File: src/rtl/urxp_pkg.sv
`default_nettype none

package urxp_pkg;

  localparam int DATA_BITS  = 8;
  localparam int TICK_WIDTH = 16;
  localparam int CNT_W      = TICK_WIDTH + 1;
  localparam int BIT_IDX_W  = $clog2(DATA_BITS);
  localparam int BYTE_W     = 8;
  localparam int CFG_IDX_W  = 2;
  localparam int CFG_DATA_W = 16;

  localparam logic [TICK_WIDTH-1:0] HALF_BIT_RESET = TICK_WIDTH'(1093);

  localparam logic [CFG_IDX_W-1:0] CFG_HALF_BIT_TICKS = CFG_IDX_W'(0);
  localparam logic [CFG_IDX_W-1:0] CFG_PARITY_ODD     = CFG_IDX_W'(1);

  typedef enum logic [1:0] {
    ST_OK      = 2'd0,
    ST_FRAMING = 2'd1,
    ST_PARITY  = 2'd2
  } frame_status_e;

  typedef struct packed {
    logic [TICK_WIDTH-1:0] half_bit_ticks;
    logic                  parity_odd;
  } cfg_t;

endpackage

`default_nettype wire

File: src/rtl/urxp_in_reg.sv
`default_nettype none

module urxp_in_reg (
  input  logic clk_i,
  input  logic rst_ni,
  input  logic in_valid_i,
  output logic in_ready_o,
  input  logic rx_level_i,
  input  logic take_i,
  output logic valid_o,
  output logic rx_o
);

  logic valid_q, valid_d;
  logic rx_q, rx_d;

  assign in_ready_o = !valid_q || take_i;

  always_comb begin
    valid_d = valid_q;
    rx_d    = rx_q;
    if (in_valid_i && in_ready_o) begin
      valid_d = 1'b1;
      rx_d    = rx_level_i;
    end else if (take_i) begin
      valid_d = 1'b0;
    end
  end

  always_ff @(posedge clk_i or negedge rst_ni) begin
    if (!rst_ni) begin
      valid_q <= 1'b0;
      rx_q    <= 1'b1;
    end else begin
      valid_q <= valid_d;
      rx_q    <= rx_d;
    end
  end

  assign valid_o = valid_q;
  assign rx_o    = rx_q;

endmodule

`default_nettype wire

File: src/rtl/urxp_core.sv
`default_nettype none

module urxp_core (
  input  logic                         clk_i,
  input  logic                         rst_ni,
  input  urxp_pkg::cfg_t               cfg_i,
  input  logic                         item_valid_i,
  input  logic                         item_rx_i,
  output logic                         take_o,
  output logic                         out_valid_o,
  input  logic                         out_ready_i,
  output logic [urxp_pkg::BYTE_W-1:0]  received_byte_o,
  output logic [1:0]                   frame_status_o
);

  import urxp_pkg::*;

  typedef enum logic [2:0] {
    PH_IDLE,
    PH_START,
    PH_DATA,
    PH_PARITY,
    PH_STOP
  } phase_e;

  phase_e                 phase_q, phase_d;
  logic [CNT_W-1:0]       tick_q, tick_d;
  logic [BIT_IDX_W-1:0]   bit_q, bit_d;
  logic [DATA_BITS-1:0]   shift_q, shift_d;
  logic                   par_q, par_d;
  logic                   out_valid_q, out_valid_d;
  logic [BYTE_W-1:0]      byte_q, byte_d;
  frame_status_e          status_q, status_d;

  logic [TICK_WIDTH-1:0]  half;
  logic [CNT_W-1:0]       target;
  logic [CNT_W-1:0]       tick_inc;
  logic                   due;
  logic                   expected;
  logic [DATA_BITS+BYTE_W-1:0] shift_ext;

  // advance only when the result register is free to take a result
  assign take_o = item_valid_i && (!out_valid_q || out_ready_i);

  // a half bit of zero behaves as one
  assign half      = (cfg_i.half_bit_ticks == '0) ? TICK_WIDTH'(1) : cfg_i.half_bit_ticks;
  assign target    = (phase_q == PH_START) ? {1'b0, half} : {half, 1'b0};
  assign tick_inc  = tick_q + CNT_W'(1);
  assign due       = (tick_inc >= target);
  assign expected  = (^shift_q) ^ cfg_i.parity_odd;
  assign shift_ext = {{BYTE_W{1'b0}}, shift_q};

  always_comb begin
    phase_d     = phase_q;
    tick_d      = tick_q;
    bit_d       = bit_q;
    shift_d     = shift_q;
    par_d       = par_q;
    out_valid_d = out_valid_q && !out_ready_i;
    byte_d      = byte_q;
    status_d    = status_q;
    if (take_o) begin
      case (phase_q)
        PH_IDLE: begin
          if (!item_rx_i) begin
            phase_d = PH_START;
            tick_d  = '0;
            bit_d   = '0;
            shift_d = '0;
            par_d   = 1'b0;
          end
        end
        PH_START: begin
          if (due) begin
            tick_d = '0;
            if (item_rx_i) begin
              phase_d     = PH_IDLE;
              out_valid_d = 1'b1;
              byte_d      = '0;
              status_d    = ST_FRAMING;
            end else begin
              phase_d = PH_DATA;
            end
          end else begin
            tick_d = tick_inc;
          end
        end
        PH_DATA: begin
          if (due) begin
            tick_d         = '0;
            shift_d[bit_q] = item_rx_i;
            if (bit_q == BIT_IDX_W'(DATA_BITS - 1)) begin
              bit_d   = '0;
              phase_d = PH_PARITY;
            end else begin
              bit_d = bit_q + BIT_IDX_W'(1);
            end
          end else begin
            tick_d = tick_inc;
          end
        end
        PH_PARITY: begin
          if (due) begin
            tick_d  = '0;
            par_d   = item_rx_i;
            phase_d = PH_STOP;
          end else begin
            tick_d = tick_inc;
          end
        end
        PH_STOP: begin
          // stop bit level is not checked
          if (due) begin
            tick_d      = '0;
            phase_d     = PH_IDLE;
            out_valid_d = 1'b1;
            byte_d      = shift_ext[BYTE_W-1:0];
            status_d    = (par_q != expected) ? ST_PARITY : ST_OK;
          end else begin
            tick_d = tick_inc;
          end
        end
        default: begin
          phase_d = PH_IDLE;
          tick_d  = '0;
        end
      endcase
    end
  end

  always_ff @(posedge clk_i or negedge rst_ni) begin
    if (!rst_ni) begin
      phase_q     <= PH_IDLE;
      tick_q      <= '0;
      bit_q       <= '0;
      shift_q     <= '0;
      par_q       <= 1'b0;
      out_valid_q <= 1'b0;
      byte_q      <= '0;
      status_q    <= ST_OK;
    end else begin
      phase_q     <= phase_d;
      tick_q      <= tick_d;
      bit_q       <= bit_d;
      shift_q     <= shift_d;
      par_q       <= par_d;
      out_valid_q <= out_valid_d;
      byte_q      <= byte_d;
      status_q    <= status_d;
    end
  end

  assign out_valid_o     = out_valid_q;
  assign received_byte_o = byte_q;
  assign frame_status_o  = status_q;

endmodule

`default_nettype wire

File: src/rtl/uart_receiver_with_parity.sv
// Timing: a line sample is registered in the input register on the edge it is transferred;
//   its result, if any, is registered in the result register when the core takes the sample.
// Throughput: one sample per cycle; the input register feeds the receive state machine
//   in a single pass, and a sample waits only while a finished result is not taken.
// Reset (rst_ni, async, active low): idle waiting for start, no result pending,
//   half_bit_ticks = 1093, parity_odd = 0 (even parity). No clearing pass.
`default_nettype none

module uart_receiver_with_parity (
  input  logic                             clk_i,
  input  logic                             rst_ni,
  input  logic                             cfg_valid_i,
  output logic                             cfg_ready_o,
  input  logic [urxp_pkg::CFG_IDX_W-1:0]   cfg_index_i,
  input  logic [urxp_pkg::CFG_DATA_W-1:0]  cfg_data_i,
  input  logic                             in_valid_i,
  output logic                             in_ready_o,
  input  logic                             rx_level_i,
  output logic                             out_valid_o,
  input  logic                             out_ready_i,
  output logic [7:0]                       received_byte_o,
  output logic [1:0]                       frame_status_o
);

  import urxp_pkg::*;

  cfg_t cfg_q, cfg_d;
  logic [CFG_DATA_W+TICK_WIDTH-1:0] data_ext;
  logic item_valid;
  logic item_rx;
  logic take;

  assign cfg_ready_o = 1'b1;
  assign data_ext    = {{TICK_WIDTH{1'b0}}, cfg_data_i};

  always_comb begin
    cfg_d = cfg_q;
    if (cfg_valid_i && cfg_ready_o) begin
      case (cfg_index_i)
        CFG_HALF_BIT_TICKS: cfg_d.half_bit_ticks = data_ext[TICK_WIDTH-1:0];
        CFG_PARITY_ODD:     cfg_d.parity_odd     = cfg_data_i[0];
        default:            cfg_d = cfg_q;
      endcase
    end
  end

  always_ff @(posedge clk_i or negedge rst_ni) begin
    if (!rst_ni) begin
      cfg_q.half_bit_ticks <= HALF_BIT_RESET;
      cfg_q.parity_odd     <= 1'b0;
    end else begin
      cfg_q <= cfg_d;
    end
  end

  urxp_in_reg u_in_reg (
    .clk_i      (clk_i),
    .rst_ni     (rst_ni),
    .in_valid_i (in_valid_i),
    .in_ready_o (in_ready_o),
    .rx_level_i (rx_level_i),
    .take_i     (take),
    .valid_o    (item_valid),
    .rx_o       (item_rx)
  );

  urxp_core u_core (
    .clk_i           (clk_i),
    .rst_ni          (rst_ni),
    .cfg_i           (cfg_q),
    .item_valid_i    (item_valid),
    .item_rx_i       (item_rx),
    .take_o          (take),
    .out_valid_o     (out_valid_o),
    .out_ready_i     (out_ready_i),
    .received_byte_o (received_byte_o),
    .frame_status_o  (frame_status_o)
  );

  // framing error never carries data
  a_framing_zero: assert property (@(posedge clk_i) disable iff (!rst_ni)
    (out_valid_o && frame_status_o == ST_FRAMING) |-> received_byte_o == '0)
    else $error("framing error result with nonzero byte");

  // input side stalls only behind an untaken result
  a_stall_cause: assert property (@(posedge clk_i) disable iff (!rst_ni)
    !in_ready_o |-> (out_valid_o && !out_ready_i))
    else $error("input stalled without a pending result");

  a_cfg_parity: assert property (@(posedge clk_i) disable iff (!rst_ni)
    (cfg_valid_i && cfg_ready_o && cfg_index_i == CFG_PARITY_ODD)
      |=> cfg_q.parity_odd == $past(cfg_data_i[0]))
    else $error("parity sense write lost");

endmodule

`default_nettype wire
File: config.mk
export PLATFORM = sky130hd
export DESIGN_NAME = uart_receiver_with_parity
export DESIGN_NICKNAME = d
export VERILOG_FILES = /design/src/rtl/urxp_pkg.sv /design/src/rtl/urxp_in_reg.sv /design/src/rtl/urxp_core.sv /design/src/rtl/uart_receiver_with_parity.sv
export SDC_FILE = /design/constraint.sdc
export NUM_CORES = 1
export LEC_CHECK = 0
export ABC_CLOCK_PERIOD_IN_PS = 4800
export BUFFER_PORTS_ARGS = -buffer_cell sky130_fd_sc_hd__buf_2
export CAP_MARGIN = 0
export CORE_MARGIN = 2
export CORE_UTILIZATION = 50
export DETAILED_ROUTE_END_ITERATION = 10
export GPL_TIMING_DRIVEN = 0
export PLACE_DENSITY = 0.69
export SYNTH_ARGS = -nofsm -noshare
export SYNTH_HDL_FRONTEND = slang
export SYNTH_SLANG_ARGS = --single-unit
export TNS_END_PERCENT = 30
File: constraint.sdc
create_clock -name clk_i -period 4.8 [get_ports clk_i]
set_input_delay 0.96 -clock clk_i [delete_from_list [all_inputs] [get_ports clk_i]]
set_output_delay 0.96 -clock clk_i [all_outputs]
set_load 0.05 [all_outputs]
* Word-level counts from Yosys, hierarchy flattened
Cells that the tools add are included.
** Word-level totals
- Flip-flop bits (word level) :: 62
- Input port bits :: 24
- Output and inout port bits :: 13
- Logic and storage cells :: 99
** Cells by class
- Add/subtract/negate cells :: 2
- Magnitude comparators :: 3
- Eq/ne operators :: 14
- Mux-type cells :: 42
- Bitwise operators :: 1
- Reduce and logical (&&, ||, !) cells :: 25
** Operator list (count)
- two-way mux 17 bit :: 3
- two-way mux 8 bit :: 5
- case mux 17 bit (2 select lines) :: 1
- case mux 8 bit (2 select lines) :: 2
- two-way mux 3 bit :: 9
- adder 17 x 1 -> 17 bit, second input constant :: 1
- greater-or-equal comparator 17 bit :: 1
- logical NOT 16 bit :: 1
- two-way mux 16 bit :: 1
- case mux 3 bit (5 select lines) :: 1
- two-way mux 2 bit :: 5
- != test 2 x 1 -> 1 bit, second input constant :: 5
- two-way mux 1 bit :: 9
- bitwise mux 8 bit :: 1
- AND reduction 4 bit :: 2
- nonzero test 2 bit :: 4
- parity 8 bit :: 1
- AND reduction 7 bit :: 1
- equality test 3 x 2 -> 1 bit, second input constant :: 2
- equality test 3 bit, second input constant :: 2
- case mux 3 bit (2 select lines) :: 1
- AND reduction 2 bit :: 3
- AND reduction 5 bit :: 1
- logical AND 1 bit :: 4
- 16 further kinds :: 21

* Depth between registers and ports, before layout
Gate-level depths: netlist of run 1.
- Word-level depth :: 7
- Depth in mapped cells :: 14
- Gate-level depth less buffers :: 12

* By module
A second synthesis of run 1 with hierarchy kept.
** Second synthesis, totals
- Cell total of the unflattened synthesis :: 380
- Area total of the unflattened synthesis :: 3802.4 µm²
** Modules (own cells, without submodules)
- urxp_core :: instances 1, cells each 335, area each 3034.2 µm², sequential area each 1076.0 µm²
- uart_receiver_with_parity :: instances 1, cells each 39, area each 674.4 µm², sequential area each 430.4 µm²
- urxp_in_reg :: instances 1, cells each 6, area each 93.8 µm², sequential area each 51.3 µm²

* Least setup slack after synthesis of run 1
Ideal clock, no wire load.
- Kind :: reg2reg
- From :: register u_core.phase_q[0]
- To :: register u_core.status_q[0], in the netlist u_core.frame_status_o[0]
- Library setup time :: 0.125 ns
- Arrival time :: 3.010 ns
- Data required time :: 4.675 ns
- Path slack :: 1.665 ns
- Cell stages (with the launch flop) :: 14
- Buffers on the path :: 3
- Period minus slack after synthesis :: 3.135 ns
- Cell sequence :: dfrtp_1 -> buf_2 -> nor2b_1 -> and2_1 -> clkbuf_1 -> mux2i_1 -> ha_1 -> and4_1 -> and3_1 -> a211oi_2 -> o21ai_2 -> nand4_1 -> buf_4 -> mux2_2
** On the way
- Cells in the longest elaborated chain, start to end :: 5
- Elaborated cells between the ends (all ways) :: 10
- Classes of those cells :: 1 x order compare; 5 x eq/ne; 2 x mux; 2 x reduce/logical
** Ends and longest elaborated chain
- start: declaration :: line urxp_core.sv:26 : phase_e phase_q, phase_d;
- start signal: assignment :: line urxp_core.sv:142 : phase_q <= phase_d;
- equality test 3 x 1 -> 1 bit :: line urxp_core.sv:47, urxp_core.sv:63
- two-way mux 17 bit :: line urxp_core.sv:47 : assign target = (phase_q == PH_START) ? {1'b0, half} : {half, 1'b0};
- greater-or-equal comparator 17 bit :: line urxp_core.sv:49 : assign due = (tick_inc >= target);
- != test 2 x 1 -> 1 bit (no line)
- AND reduction 5 bit (no line)
- end signal: assignment :: line urxp_core.sv:149 : status_q <= status_d;
- end: declaration :: line urxp_core.sv:33 : frame_status_e status_q, status_d;
Several ways; a longest one is shown, not always the timed one.
A chain may end at the register's enable or synchronous reset.

* Final worst setup path of run 1
Same ends and word-level chain as after synthesis.

==> PnR_summary.wiki, run 1 <==
{| class="wikitable"
! Metric !! Value
|-
| Top cell type's share of synthesized area || 0.385
|-
| Antenna violations before repair || 0
|-
| Switching Share || 0.299
|-
| Synth warnings || 0
|-
| Master cell of the clock root buffer || clkbuf_8
|-
| Top Usage Layer GRT || met1
|-
| Worst slew pin tran || 0.780 ns
|-
| Floorplan core area || 0.00721 sq mm
|-
| Starting DRT DRC Count || 115
|-
| Unrepaired setup endpoints after global routing || no
|-
| Non-filler cells, final || 509
|-
| Layout overhead on the synthesized area || 14.8%
|-
| R2R depth || 13
|-
| PortBufs || 35
|-
| P_int || 1.08 mW
|-
| Number of unique standard cell types used by synthesis || 51
|-
| Number of gates resized after cts || 0
|-
| Sequential share of the synthesized area || 0.421
|-
| Core Rows || 31
|-
| Number of iterations in the first detailed-routing pass || 5
|-
| EDFF count, synth || 0
|-
| Combinational share of power || 0.216
|-
| CTS hold repair buffers || 0
|-
| Part of the power in the clock network || 0.370
|-
| Worst-case headroom to the max-slew limit || 0.480
|-
| Die ar. || 0.00811 sq mm
|-
| Global-route met3 utilization || 0.0377
|-
| Final Power || 1.55 mW
|-
| Horizontal die dimension || 90.1 um
|-
| Gpl congestion || 0.829
|-
| Endpoints failing hold || 0
|-
| Clock Skew || 0.00839 ns
|-
| Peak supply drop || 0.214 mV
|-
| Top-level I/O count || 37
|-
| Most frequently used flop master after synthesis || dfrtp_1
|-
| Final critical-path required period || 3.62 ns
|-
| Final #Nets || 449
|-
| CP Launch Type || flop
|-
| Part of the cycle the worst path needs || 0.754
|-
| Fraction of met2 tracks used by global routing || 0.302
|-
| Number of global-route vias before repair || 2,735
|-
| Setup TNS after final layout || 0 ns
|-
| Maximum clock frequency || 276 MHz
|-
| Routed Antenna Nets || 0
|-
| Run status || completed
|-
| Number of endpoints failing setup at the final stage || 0
|-
| CTS H-Tree Depth || 3
|-
| Setup CP Type || flop to flop
|-
| Clock slew at reported path FFs || 0.08 ns
|-
| Seq cells post-synth || 62
|-
| Net count after synthesis || 403
|-
| DP Cell Count || 493
|-
| Worst-path maximum fanout || 10
|-
| Post-CTS Setup Inserts || 0
|-
| Clock sink total || 62
|-
| Count of maximum capacitance violations || 0
|-
| Cell depth of the worst min-delay path || 1
|-
| Detailed Place HPWL || 5.64 mm
|-
| CTS tree || done
|-
| Async set-or-reset flop fraction in the synthesized netlist || 1.00
|-
| Type of destination of the critical path || flop
|-
| Top cells by count, synth || 57 x dfrtp_1, 30 x nand2_1, 28 x mux2_2, 28 x o21ai_0, 21 x nor2_1
|-
| Via density || 5.52
|-
| Cell Pwr Density || 364 mW/mm^2
|-
| Flop pwr share || 0.415
|-
| CP required || 5.04 ns
|-
| Starting density of the core || 0.513
|-
| Switching power of the nets || 0.462 mW
|-
| Insertion delay to the later sink of the worst-skew pair || 0.35 ns
|-
| Die Ht || 90.1 um
|-
| Average cell area after synthesis || 10.3 sq um
|-
| Fraction of final layout cells with drive strength greater than 1 || 0.244
|-
| Number of DRC violations after detailed routing || 0
|-
| Gate Count Post-Synth || 359
|-
| Largest net degree at the start of global routing || 63
|-
| Number of antenna repair diodes || 0
|-
| Leading post-synthesis cells by cell area || dfrtp_1 39%, mux2_2 8.5%, ha_1 6.8%
|-
| Final wirelength || 7.72 mm
|-
| Fin Hold WS || 0.504 ns
|-
| Count of vias placed by the detailed router || 2,808
|-
| Number of clock buffers inserted by TritonCTS || 9
|-
| Data arrival, critical path || 3.85 ns
|-
| Tot GR Track Use || 0.207
|-
| Maximum root-to-sink buffer count || 2
|-
| Final Max Tran Viols || 0
|-
| Leakage power figure || 1.93 nW
|-
| Cell with the most instances after synthesis || dfrtp_1
|-
| Met1 layer usage reported by global route || 0.303
|-
| Kind of path behind the tightest hold check || flop to flop
|-
| Drt wl/cell || 15.2 um
|-
| First-pass GRT wire length || 13.4 mm
|-
| Most area-hungry cell type in the Yosys netlist || dfrtp_1
|-
| Area of the mapped netlist || 0.00370 sq mm
|-
| Grt ovf || 0
|}
-- through the flow --
step	util	worst slack [ns]	area (sq um)
floorplan	-	1.67	3700
global placement	0.555	1.25	4000
detailed placement	0.555	1.16	4000
CTS	0.589	1.15	4250
global route	0.589	0.784	4250
finish	0.589	1.18	4250
-- kinds of logic after synthesis --
logic type | Yosys count | share of synthesized area
AO/OA/AOI/OAI | 73 | 0.143
XOR/XNOR | 25 | 0.0591
other | 1 | 0.00101
AND/OR/NAND/NOR | 108 | 0.152
adder cells (fa/ha/maj) | 20 | 0.0676
flip-flops | 62 | 0.421
buffers and inverters | 28 | 0.0341
multiplexers | 42 | 0.123
-- power groups by stage --
stage / combinational [mW] / clock [mW] / sequential, mW
after CTS: 0.337 / 0.580 / 0.641
final: 0.333 / 0.572 / 0.642
after global routing: 0.384 / 0.605 / 0.653
after detailed placement: 0.336 / 0 / 0.650
after floorplan: 0.256 / 0 / 0.636
after global placement: 0.320 / 0 / 0.648
-- state kept, by name (all words and copies together), names as in the netlist --
| register | cells |
|---|---|
| cfg_q | 17 |
| u_core.par_q | 1 |
| u_core.shift_q | 8 |
| u_core.bit_q | 3 |
| u_core.frame_status_o | 2 |
| u_in_reg.valid_o | 1 |
| u_core.received_byte_o | 8 |
| u_core.phase_q | 3 |
| u_core.tick_q | 17 |
| u_core.out_valid_o | 1 |
| u_in_reg.rx_o | 1 |
-- path summary, 6_finish.rpt --
check	from	end	slack, ns
hold / removal	u_core.received_byte_o[2]	u_core.received_byte_o[2]	0.50
hold reg to reg	u_core.received_byte_o[2]	u_core.received_byte_o[2]	0.50
setup reg to reg	u_core.phase_q[0]	u_core.frame_status_o[0]	1.18
max in group asynchronous	rst_ni	u_core.tick_q[5]	3.60
setup / recovery	u_core.phase_q[0]	u_core.frame_status_o[0]	1.18
min in group asynchronous	rst_ni	cfg_q[12]	0.67
-- critical path: stages, from the launching register on --
cell      delay, ns
dfrtp_1        0.32
buf_2          0.22
nor2b_1        0.29
and2_1         0.16
clkbuf_1       0.38
mux2i_1        0.26
ha_1           0.26
a211oi_1       0.24
o21bai_1       0.15
a211oi_1       0.34
o21ai_2        0.17
nand4_1        0.16
buf_4          0.21
mux2_2         0.35
-- layout make-up --
cell class / instances / area (sq um)
repair buffers: 35 / 178
clock buffers: 9 / 124
inverters: 12 / 45.0
multi-input cells: 269 / 2020
plain buffers: 16 / 81.3
fillers: 649 / 2960
well taps: 99 / 124
flip-flops and latches: 62 / 1560
clock inverters: 7 / 123
-- placed cells by master (no fill, tap or decap), drive strengths merged, types with 4 or more instances in the layout --
master | synthesis | final
a22o | 11 | 11
a21oi | 7 | 7
nand2b | 5 | 5
dfrtp | 57 | 57
clkbuf | 10 | 19
and3 | 4 | 4
xor2 | 5 | 5
nand4 | 8 | 8
nor2 | 24 | 24
nand2 | 30 | 30
and4 | 5 | 5
nor3 | 9 | 9
o31ai | 4 | 4
ha | 20 | 20
o21ai | 30 | 30
xnor2 | 20 | 20
a221o | 6 | 6
mux2 | 28 | 28
buf | 6 | 41
inv | 12 | 12
nand3 | 8 | 8
mux2i | 14 | 14
dfstp | 5 | 5
-- layer usage --
layer / wire, um / vias up / share of wire
li1: - / 1399 / -
met1: 3970 / 1341 / 0.51
met2: 3360 / 61 / 0.44
met3: 286 / 7 / 0.037
met4: 100 / 0 / 0.013
met5: 0 / - / 0
Power figures use the tool's default switching activity.
==> run 2: changes to the inputs <==
--- a/config.mk
+++ b/config.mk
@@ -5,7 +5,8 @@
 export SDC_FILE = /design/constraint.sdc
 export NUM_CORES = 1
 export LEC_CHECK = 0
-export ABC_CLOCK_PERIOD_IN_PS = 4800
+export ABC_AREA = 1
+export ABC_CLOCK_PERIOD_IN_PS = 3400
 export BUFFER_PORTS_ARGS = -buffer_cell sky130_fd_sc_hd__buf_2
 export CAP_MARGIN = 0
 export CORE_MARGIN = 2
==> constraint.sdc (replaced) <==
create_clock -name clk_i -period 3.4 [get_ports clk_i]
set_input_delay 0.68 -clock clk_i [delete_from_list [all_inputs] [get_ports clk_i]]
set_output_delay 0.68 -clock clk_i [all_outputs]
set_load 0.05 [all_outputs]
==> run 2 against run 1 <==
Critical endpoint is now u_core.out_valid_o. Clock-buffer cell count unchanged. Total power rose by 57%. Die area up 2.0%. Largest power group unchanged. Critical path type unchanged. Combinational power grew to 2.6 times the previous value. Setup slack got worse by 1.1 ns. Clock power is 15% higher.
==> PnR_summary.wiki, run 2 <==
{| class="wikitable"
! Metric !! Value
|-
| Run status || completed (unchanged)
|-
| Filler cells || 698 (was 649)
|-
| Top-level I/O count || 37 (unchanged)
|-
| Setup CP Type || flop to flop (unchanged)
|-
| Count of maximum capacitance violations || 0 (unchanged)
|-
| Data arrival, critical path || 3.54 ns (was 3.85 ns)
|-
| Master cell of the clock root buffer || clkbuf_8 (unchanged)
|-
| Number of gates resized after cts || 0 (unchanged)
|-
| Average cell area after synthesis || 7.85 sq um (was 10.3 sq um)
|-
| Most frequently used flop master after synthesis || dfrtp_1 (unchanged)
|-
| Part of the power in the clock network || 0.271 (was 0.370)
|-
| Number of antenna repair diodes || 0 (unchanged)
|-
| Cell with the largest stage delay on the worst path || dfrtp_1 (was clkbuf_1)
|-
| Leading post-synthesis cells by cell area || dfrtp_1 38%, nand2_1 14%, ha_1 6.6% (was dfrtp_1 39%, mux2_2 8.5%, ha_1 6.8%)
|-
| Clock sink total || 62 (unchanged)
|-
| Clock slew at reported path FFs || 0.08 ns (about the same)
|-
| Die ar. || 0.00828 sq mm (was 0.00811 sq mm)
|-
| Sequential share of the synthesized area || 0.412 (was 0.421)
|-
| Gate Count Post-Synth || 482 (was 359)
|-
| Top cell type's share of synthesized area || 0.377 (was 0.385)
|-
| Switching Share || 0.400 (was 0.299)
|-
| Insertion delay to the later sink of the worst-skew pair || 0.36 ns (was 0.35 ns)
|-
| Fraction of final layout cells with drive strength greater than 1 || 0.189 (was 0.244)
|-
| CTS hold repair buffers || 0 (unchanged)
|-
| Area of the mapped netlist || 0.00378 sq mm (was 0.00370 sq mm)
|-
| Post-CTS Setup Inserts || 0 (unchanged)
|-
| Maximum root-to-sink buffer count || 2 (unchanged)
|-
| CTS tree || done (unchanged)
|-
| P_int || 1.46 mW (was 1.08 mW)
|-
| Switching power of the nets || 0.973 mW (was 0.462 mW)
|-
| Top cells by count, synth || 145 x nand2_1, 57 x dfrtp_1, 57 x inv_1, 34 x nor2_1, 27 x o21ai_0 (was 57 x dfrtp_1, 30 x nand2_1, 28 x mux2_2, 28 x o21ai_0, 21 x nor2_1)
|-
| Final wirelength || 8.04 mm (was 7.72 mm)
|-
| Async set-or-reset flop fraction in the synthesized netlist || 1.00 (unchanged)
|-
| Peak supply drop || 0.304 mV (was 0.214 mV)
|-
| Tot GR Track Use || 0.208 (was 0.207)
|-
| Setup TNS after final layout || 0 ns (unchanged)
|-
| Kind of path behind the tightest hold check || primary input to async pin (was flop to flop)
|-
| Count of vias placed by the detailed router || 3,245 (was 2,808)
|-
| Endpoints failing hold || 0 (unchanged)
|-
| Floorplan core area || 0.00729 sq mm (was 0.00721 sq mm)
|-
| Crit-path max cell delay || 0.43 ns (was 0.38 ns)
|-
| Maximum clock frequency || 302 MHz (was 276 MHz)
|-
| Cell with the most instances after synthesis || nand2_1 (was dfrtp_1)
|-
| Flop pwr share || 0.375 (was 0.415)
|-
| Largest net degree at the start of global routing || 41 (was 63)
|-
| Number of clock buffers inserted by TritonCTS || 9 (unchanged)
|-
| Commonest non-fill, non-tap cell in the layout || nand2_1 (was dfrtp_1)
|-
| Layout overhead on the synthesized area || 13.9% (was 14.8%)
|-
| R2R depth || 20 (was 13)
|-
| Final Power || 2.43 mW (was 1.55 mW)
|-
| Worst-path maximum fanout || 10 (unchanged)
|-
| Type of destination of the critical path || flop (unchanged)
|-
| Leakage power figure || 2.26 nW (was 1.93 nW)
|-
| Most area-hungry cell type in the Yosys netlist || dfrtp_1 (unchanged)
|-
| Horizontal die dimension || 91.0 um (was 90.1 um)
|-
| Via density || 5.13 (was 5.52)
|-
| Final #Nets || 573 (was 449)
|-
| Number of global-route vias before repair || 3,033 (was 2,735)
|-
| Most frequent cells in the layout || 145 x nand2_1, 57 x inv_1, 57 x dfrtp_1 (was 57 x dfrtp_1, 36 x buf_2, 30 x nand2_1)
|-
| Placed cell area || 0.00410 sq mm (was 0.00400 sq mm)
|-
| Clock Skew || 0.00843 ns (was 0.00839 ns)
|-
| Unrepaired setup endpoints after global routing || yes (was no)
|-
| Non-Filler Cell Area, Final || 0.00431 sq mm (was 0.00425 sq mm)
|-
| Drt wl/cell || 12.7 um (was 15.2 um)
|-
| Number of unique standard cell types used by synthesis || 40 (was 51)
|-
| Number of DRC violations after detailed routing || 0 (unchanged)
|-
| Seq cells post-synth || 62 (unchanged)
|-
| Detailed Place HPWL || 6.09 mm (was 5.64 mm)
|-
| CTS H-Tree Depth || 3 (unchanged)
|-
| Cell Pwr Density || 565 mW/mm^2 (was 364 mW/mm^2)
|-
| Number of endpoints failing setup at the final stage || 0 (unchanged)
|-
| Core Rows || 31 (unchanged)
|-
| Synth warnings || 0 (unchanged)
|-
| PortBufs || 35 (unchanged)
|-
| Fin Hold WS || 0.303 ns (was 0.504 ns)
|-
| Regs by FF count || cfg_q: 17 flops, u_core.tick_q: 17 flops (unchanged)
|-
| Combinational share of power || 0.354 (was 0.216)
|-
| Worst slew pin tran || 0.555 ns (was 0.780 ns)
|-
| Net count after synthesis || 526 (was 403)
|-
| Number of iterations in the first detailed-routing pass || 4 (was 5)
|-
| Grt ovf || 0 (unchanged)
|-
| Starting DRT DRC Count || 205 (was 115)
|-
| Critical Path Most Common Cell || nand2_1 (was a211oi_1)
|-
| Die Ht || 91.0 um (was 90.1 um)
|-
| CP required || 3.63 ns (was 5.04 ns)
|-
| Final Max Tran Viols || 0 (unchanged)
|-
| EDFF count, synth || 0 (unchanged)
|-
| CP Launch Type || flop (unchanged)
|-
| Final critical-path required period || 3.31 ns (was 3.62 ns)
|-
| Chain of cells forming the critical path || ha_1, nand3_1, nor2_2, nand2_2, inv_2, nand3_2, nor2_2, nand3_1, xor2_1, ha_1, nand2_1, nor2_1, and2_4, nand2_1, nand2_1, nor2_4, nand2_2, nand2_1, buf_4, o21ai_0 (was buf_2, nor2b_1, and2_1, clkbuf_1, mux2i_1, ha_1, a211oi_1, o21bai_1, a211oi_1, o21ai_2, nand4_1, buf_4, mux2_2)
|-
| Gpl congestion || 0.857 (was 0.829)
|-
| Antenna violations before repair || 0 (unchanged)
|-
| Reg-to-reg setup timing slack || 0.09 ns (was 1.18 ns)
|-
| Part of the cycle the worst path needs || 0.973 (was 0.754)
|-
| First-pass GRT wire length || 13.8 mm (was 13.4 mm)
|-
| Routed Antenna Nets || 0 (unchanged)
|-
| Starting density of the core || 0.519 (was 0.513)
|-
| Worst-case headroom to the max-slew limit || 0.630 (was 0.480)
|}
-- run 2: cell types whose count changed after synthesis, sizes merged, moves of 8 or more --
cell	previous run	this run
nand2	30	150
inv	12	60
mux2	28	6
nor2	24	43
xnor2	20	4
mux2i	14	0
a21oi	7	17
a22o	11	1
nand3	8	17
xor2	5	14
o2111ai	0	8
-- run 2: layer usage --
layer,part of all wire,GRT usage,vias up
met3,0.052,0.0315,12
met1,0.48,0.293,1478
met4,0.015,0.0795,0
met2,0.46,0.325,90
li1,-,-,1665
met5,0,0,-
-- run 2: cells by family (layout without fill, tap and decap cells) --
| group | after synthesis | in the layout | synth area share |
|---|---|---|---|
| AO/OA/AOI/OAI | 73 | 73 | 0.120 |
| XOR/XNOR | 18 | 18 | 0.0417 |
| other | 1 | 1 | 0.000991 |
| flip-flops | 62 | 62 | 0.412 |
| adder cells (fa/ha/maj) | 20 | 20 | 0.0662 |
| multiplexers | 6 | 6 | 0.0179 |
| buffers and inverters | 71 | 123 | 0.0758 |
| AND/OR/NAND/NOR | 231 | 231 | 0.266 |
-- run 2: power by group through the flow --
stage | sequential (mW) | combinational (mW) | clock (mW)
floorplan | 0.925 | 0.630 | 0
global placement | 0.920 | 0.823 | 0
detailed placement | 0.924 | 0.850 | 0
CTS | 0.910 | 0.858 | 0.669
global route | 0.924 | 0.979 | 0.702
finish | 0.911 | 0.862 | 0.659
-- run 2: cell type report --
type	count	area [sq um]	area share
buffer	10	55.1	0.0128
sequential	62	1560	0.362
clock inverter	7	75.1	0.0174
clock buffer	9	124	0.0288
inverter	61	231	0.0537
multi-input combinational	349	1950	0.452
timing repair buffer	36	195	0.0453
tap	99	124	0.0288
-- run 2: path summary, 6_finish.rpt --
kind                                                  end                       from
worst max-delay path                   u_core.out_valid_o           u_core.tick_q[0]
worst min-delay path                    u_core.tick_q[12]                     rst_ni
worst max register to register         u_core.out_valid_o           u_core.tick_q[0]
worst min register to register  u_core.received_byte_o[1]  u_core.received_byte_o[1]
max in group asynchronous                   u_in_reg.rx_o                     rst_ni
min in group clk_i              u_core.received_byte_o[1]  u_core.received_byte_o[1]
-- run 2: metrics by stage --
step	utilization	worst slack, ns	std cells
6_report	0.591	0.0932	633
5_1_grt	0.591	-0.0984	633
4_1_cts	0.590	0.0858	633
3_5_place_dp	0.562	0.0978	617
3_3_place_gp	0.560	0.164	616
2_1_floorplan	-	0.647	482
-- run 2: critical path: cells and delay by family, from the launching register on --
family	cells	cell delay (ns)
buffers and inverters	2	0.28
DFF	1	0.43
adders and majority gates	2	0.51
xor gates and xnor gates	1	0.25
and+or+nand+nor	14	1.61
AOI/OAI and AO/OA	1	0.11
